===== config.mk =====
export PLATFORM = sky130hd
export DESIGN_NAME = clbp_code_calc
export DESIGN_NICKNAME = d
export VERILOG_FILES = /design/src/rtl/clbp_pkg.sv /design/src/rtl/clbp_code_calc.sv
export SDC_FILE = /design/constraint.sdc
export NUM_CORES = 1
export LEC_CHECK = 0
export ABC_AREA = 0
export BUFFER_PORTS_ARGS = -buffer_cell sky130_fd_sc_hd__buf_2
export CORE_MARGIN = 3
export CORE_UTILIZATION = 37
export DETAILED_ROUTE_END_ITERATION = 12
export PLACE_DENSITY = 0.53
export SETUP_SLACK_MARGIN = 0.4
export SYNTH_ARGS = -nofsm -noshare
export SYNTH_HDL_FRONTEND = slang
export SYNTH_SLANG_ARGS = --single-unit

===== constraint.sdc =====
create_clock -name vclk -period 18.6
set_input_delay 0 -clock vclk [all_inputs]
set_output_delay 0 -clock vclk [all_outputs]
set_load 0.02 [all_outputs]

===== src/rtl/clbp_pkg.sv =====
package clbp_pkg;

  localparam int unsigned MaxWidth = 1024;
  localparam int unsigned ColW     = $clog2(MaxWidth);
  localparam int unsigned PixW     = 8;
  localparam int unsigned WidthW   = 11;
  localparam int unsigned HeightW  = 16;
  localparam int unsigned CfgDataW = 16;
  localparam int unsigned RamDataW = 2 * PixW;

  localparam logic [WidthW-1:0]  WidthReset  = WidthW'(640);
  localparam logic [HeightW-1:0] HeightReset = HeightW'(480);

  typedef enum logic [0:0] {
    CfgFrameWidth  = 1'b0,
    CfgFrameHeight = 1'b1
  } cfg_index_e;

  // [row][col], row 0 is the oldest line, col 2 the newest pixel
  typedef logic [2:0][2:0][PixW-1:0] window_t;

  typedef struct packed {
    logic emit;
    logic row_last;
    logic frame_last;
  } item_meta_t;

endpackage


===== src/rtl/clbp_code_calc.sv =====
module clbp_code_calc (
  input  clbp_pkg::window_t             window_i,
  output logic [clbp_pkg::PixW-1:0]     code_o
);

  localparam logic [23:0] WCorner = 24'd32768;
  localparam logic [23:0] WSide   = 24'd13573;
  localparam logic [23:0] WCentre = 24'd5622;

  // weighted blend compared at 2^16 scale, max sum fits 24 bits
  function automatic logic diag_bit(input logic [7:0] corner, input logic [7:0] side_a,
                                    input logic [7:0] side_b, input logic [7:0] centre);
    logic [23:0] sum;
    logic [23:0] ref_val;
    sum = 24'(WCorner * corner) + 24'(WSide * ({1'b0, side_a} + {1'b0, side_b}))
        + 24'(WCentre * centre);
    ref_val = {centre, 16'd0};
    return sum >= ref_val;
  endfunction

  logic [7:0] ctr, rt, up, lt, dn;

  always_comb begin
    ctr = window_i[1][1];
    rt  = window_i[1][2];
    up  = window_i[0][1];
    lt  = window_i[1][0];
    dn  = window_i[2][1];
    code_o[0] = rt >= ctr;
    code_o[1] = diag_bit(window_i[0][2], up, rt, ctr);
    code_o[2] = up >= ctr;
    code_o[3] = diag_bit(window_i[0][0], up, lt, ctr);
    code_o[4] = lt >= ctr;
    code_o[5] = diag_bit(window_i[2][0], lt, dn, ctr);
    code_o[6] = dn >= ctr;
    code_o[7] = diag_bit(window_i[2][2], dn, rt, ctr);
  end

endmodule


==> run summary, run 1 <==
Post-Syn Instances: 1661
Worst slew margin: 33.1%
Setup TNS: 0 ps
Post-synthesis sequential area ratio: 0%
Cell area after synthesis: 0.0149 mm2
# DRC: 0
Clock buf count: 0
Largest net degree at the start of global routing: 18
RSZ-0062 raised after global routing: no
Final cycle utilization of the critical path: 51.7%
Drt total wl: 40700 um
Final count of hold timing violations: 0
Worst path max stage delay: 580 ps
Area Growth Syn to Fin: 7.92%
Status: finished, final reports clean
Commonest non-fill, non-tap cell in the layout: ha_1
Max-slew violations: 0
Port Buffer Count: 80
Min cycle time layout: 9610 ps
Initial antenna violation count: 2
Core Box Area: 0.0392 mm2
Worst path arrival time: 9610 ps
Chip height: 207 um
Critical path type: primary input to output pin
GRT Total Usage: 19.7%
Mean Syn Cell Area: 8.96 um2
Vias: 11462
Slowest CP cell: fa_1
Syn_nets: 2362
First-pass GRT wire length: 64900 um
CP Max Fanout: 9
Final setup viols: 0
# Max-Cap Violations: 0
1st-iter DRT viols: 608
Number of global-route vias before repair: 12041
Vias/cell: 5.04
I/O pin total: 80
Die outline width: 207 um
Worst-margin pin slew: 996 ps
CP Data Required Time: 18600 ps
Wire per inst: 17.9 um
Worst path most repeated cell: fa_1
Hold Crit Class: primary input to output pin
Worst Setup Start Kind: primary input
Hold_buf cts: 0
Nets: 2457
Antenna Nets Post-Route: 0
Register area: 0 um2
Seq cells: 0
Initial core utilization: 38.0%
Final hold slack: 533 ps
Post-DP HPWL: 36100 um
CP Capture Type: output pin
DIE AREA: 0.0427 mm2
Post-CTS Resized: 0
Number of cell rows: 72
Setup bufs post-CTS: 0
GPL Wtd Cong: 0.876
Drt pass-1 iters: 4
Synth unique cells: 60
Total gr overflow: 0
Ys Warns: 0
Fmax achieved: 104 MHz
Share of layout cells above drive strength 1: 6.56%
Most frequent cells in the layout: 441 x ha_1, 385 x inv_1, 188 x fa_1
cells in the mapped netlist (5+ instances only):
master / instances / share of area [%]
a21oi_1: 88 / 3.0
o21a_1: 30 / 1.5
fa_1: 188 / 25
inv_1: 385 / 9.7
nor4_1: 6 / 0.25
nand4_1: 11 / 0.46
xnor2_1: 77 / 4.5
nand3_1: 12 / 0.40
nand2_1: 40 / 1.0
a211oi_1: 6 / 0.30
nor4b_1: 5 / 0.29
o21ai_0: 23 / 0.77
nor2b_1: 26 / 1.1
a21o_1: 39 / 2.0
o21bai_1: 21 / 1.1
nor3_1: 26 / 0.87
ha_1: 441 / 37
a31oi_1: 9 / 0.38
or3_1: 7 / 0.29
o211ai_1: 7 / 0.35
o21ai_1: 32 / 1.1
xor2_1: 25 / 1.5
nor2_1: 57 / 1.4
and3_1: 12 / 0.50
nand2b_1: 32 / 1.3
cell families (layout without fill, tap and decap cells):
kind of cell	after synthesis	count (layout)	share of synthesized area [%]
other	0	1	0
adders and majority gates	629	629	62.4
xor gates and xnor gates	102	102	6.01
buffers and inverters	388	481	9.79
AOI/OAI and AO/OA	295	295	13.2
and+or+nand+nor	244	244	8.45
muxes	3	3	0.210
worst max-delay path: cells and delay by family:
family | cells | cell delay, ps
buffers and inverters | 7 | 1180
adders and majority gates | 10 | 4350
AOI/OAI and AO/OA | 10 | 2050
xor gates and xnor gates | 2 | 290
and+or+nand+nor | 7 | 1720
routing by layer:
| metal | track usage [%] | wire length [um] | vias up |
|---|---|---|---|
| met5 | 0 | 7 | - |
| met4 | 3.10 | 811 | 2 |
| met3 | 1.54 | 1530 | 34 |
| met2 | 32.9 | 18100 | 197 |
| met1 | 28.3 | 20300 | 5495 |
| li1 | - | - | 5734 |
area by class of cell:
cell class | count | area [um2]
fillers | 3981 | 23100
multi-input cells | 1273 | 13400
inverters | 386 | 1450
well taps | 518 | 648
repair buffers | 95 | 513
diodes | 1 | 2.50
final timing paths:
path	slack (ps)	startpoint	to	cells after the start
worst max-delay path	8990	window_i[35]	code_o[5]	36
worst min-delay path	530	window_i[31]	code_o[4]	4
metrics by stage:
stage / utilization [%] / cell area, um2 / setup slack, ps / std cells
4_1_cts: 41.0 / 16100 / 8980 / 2272
3_3_place_gp: 41.0 / 16100 / 9120 / 2272
2_1_floorplan: - / 14900 / 9880 / 1661
6_report: 41.0 / 16100 / 8990 / 2273
3_5_place_dp: 41.0 / 16100 / 9040 / 2272
5_1_grt: 41.0 / 16100 / 8370 / 2273
Power of run 1 is left out: the tool's default activity adds up to more than one toggle a clock period on the data nets, which glitch-free logic cannot reach.
==> inputs of run 2 (changes only) <==
Clock period 18.6 ns to 9.7 ns, I/O delays scaled along.
==> run summary, run 2 (synthesized netlist as in run 1, its figures left out) <==
Fmax achieved: 113 MHz
Antenna Nets Post-Route: 0 (unchanged)
Most frequent cells in the layout: 438 x ha_1, 385 x inv_1, 187 x fa_1 (was 441 x ha_1, 385 x inv_1, 188 x fa_1)
Total gr overflow: 0 (unchanged)
DIE AREA: 0.0427 mm2 (unchanged)
Worst path arrival time: 8880 ps (was 9610 ps)
Hold Crit Class: primary input to output pin (unchanged)
Worst path max stage delay: 620 ps (was 580 ps)
Core Box Area: 0.0392 mm2 (unchanged)
Drt total wl: 41300 um (was 40700 um)
RSZ-0062 raised after global routing: no (unchanged)
GPL Wtd Cong: 0.892 (was 0.876)
First-pass GRT wire length: 65800 um (was 64900 um)
Initial core utilization: 38.0% (unchanged)
Number of cell rows: 72 (unchanged)
Layout filler cell count: 3921 (was 3981)
Die outline width: 207 um (unchanged)
Multi-input gate area: 0.0136 mm2 (was 0.0134 mm2)
Min cycle time layout: 8880 ps
Drt pass-1 iters: 5 (was 4)
Chip height: 207 um (unchanged)
1st-iter DRT viols: 538 (was 608)
Slowest CP cell: fa_2 (was fa_1)
Clock buf count: 0 (unchanged)
Worst slew margin: 37.4% (was 33.1%)
Register area: 0 um2 (unchanged)
Port Buffer Count: 80 (unchanged)
Setup TNS: 0 ps (unchanged)
Seq cells: 0 (unchanged)
Initial antenna violation count: 2 (unchanged)
Number of global-route vias before repair: 12246 (was 12041)
Final setup viols: 0 (unchanged)
I/O pin total: 80 (unchanged)
CP Max Fanout: 5 (was 9)
Commonest non-fill, non-tap cell in the layout: ha_1 (unchanged)
Area Growth Syn to Fin: 9.96% (was 7.92%)
Vias: 11627 (was 11462)
Worst-margin pin slew: 933 ps (was 996 ps)
# DRC: 0 (unchanged)
Wire per inst: 18.1 um (was 17.9 um)
Nets: 2470 (was 2457)
GRT Total Usage: 19.9% (was 19.7%)
Largest net degree at the start of global routing: 17 (was 18)
CP Capture Type: output pin (unchanged)
Vias/cell: 5.09 (was 5.04)
Final cycle utilization of the critical path: 91.5%
Share of layout cells above drive strength 1: 8.94% (was 6.56%)
Final count of hold timing violations: 0 (unchanged)
Critical path type: primary input to output pin (unchanged)
Status: finished, final reports clean (unchanged)
Max-slew violations: 0 (unchanged)
# Max-Cap Violations: 0 (unchanged)
Worst Setup Start Kind: primary input (unchanged)
Post-DP HPWL: 36700 um (was 36100 um)
CP Data Required Time: 9700 ps (was 18600 ps)
run 2: cell types whose count changed in the layout (fill, tap and decap cells not counted), moves of 3 or more:
cell,change
nor2_2,+3
o21ai_0,-3
nor2_1,-3
buf_4,+14
nor3_1,-3
xnor2_1,-6
xnor2_2,+5
ha_1,-3
run 2: area by class of cell:
cell class | count | area share [%]
Tap cell | 518 | 3.96
Multi-Input combinational cell | 1273 | 83.4
Timing Repair Buffer | 108 | 3.76
Inverter | 386 | 8.86
Antenna cell | 1 | 0.0153
run 2: worst paths after layout:
path,end,slack [ps],start,cells past startpoint
max,code_o[5],820,window_i[34],37
min,code_o[4],510,window_i[31],4
run 2: critical path: cells and delay by family:
family | cells | cell delay [ps]
xor gates and xnor gates | 2 | 330
AOI/OAI and AO/OA | 11 | 2170
and+or+nand+nor | 5 | 1070
adders and majority gates | 10 | 4330
buffers and inverters | 9 | 950
run 2: metrics by stage:
| step | utilization (%) | setup slack (ps) | instances | cell area (um2) | hold WS, ps |
|---|---|---|---|---|---|
| 3_5_place_dp | 41.1 | 239 | 2281 | 16100 | 507 |
| 5_1_grt | 41.7 | 359 | 2286 | 16400 | 551 |
| 6_report | 41.7 | 823 | 2286 | 16400 | 505 |
| 2_1_floorplan | - | 983 | 1661 | 14900 | 311 |
| 4_1_cts | 41.1 | 407 | 2281 | 16100 | 513 |
| 3_3_place_gp | 41.1 | 401 | 2281 | 16100 | 506 |
run 2: per-layer routing:
metal	global-route usage (%)	vias up	share of wire (%)
met1	27.6	5584	46
met3	1.95	49	5.0
met4	4.44	2	2.8
met2	33.5	229	46
met5	0	-	0.031
li1	-	5763	-
run 2: what timing repair did:
item,4_1_cts,5_1_grt
setup buffers,0,4
resized for setup,3,40
hold buffers,0,0
pin swaps,0,16
setup endpoints to repair,1,4
gates cloned,0,0
Power of run 2 is left out for the same reason.
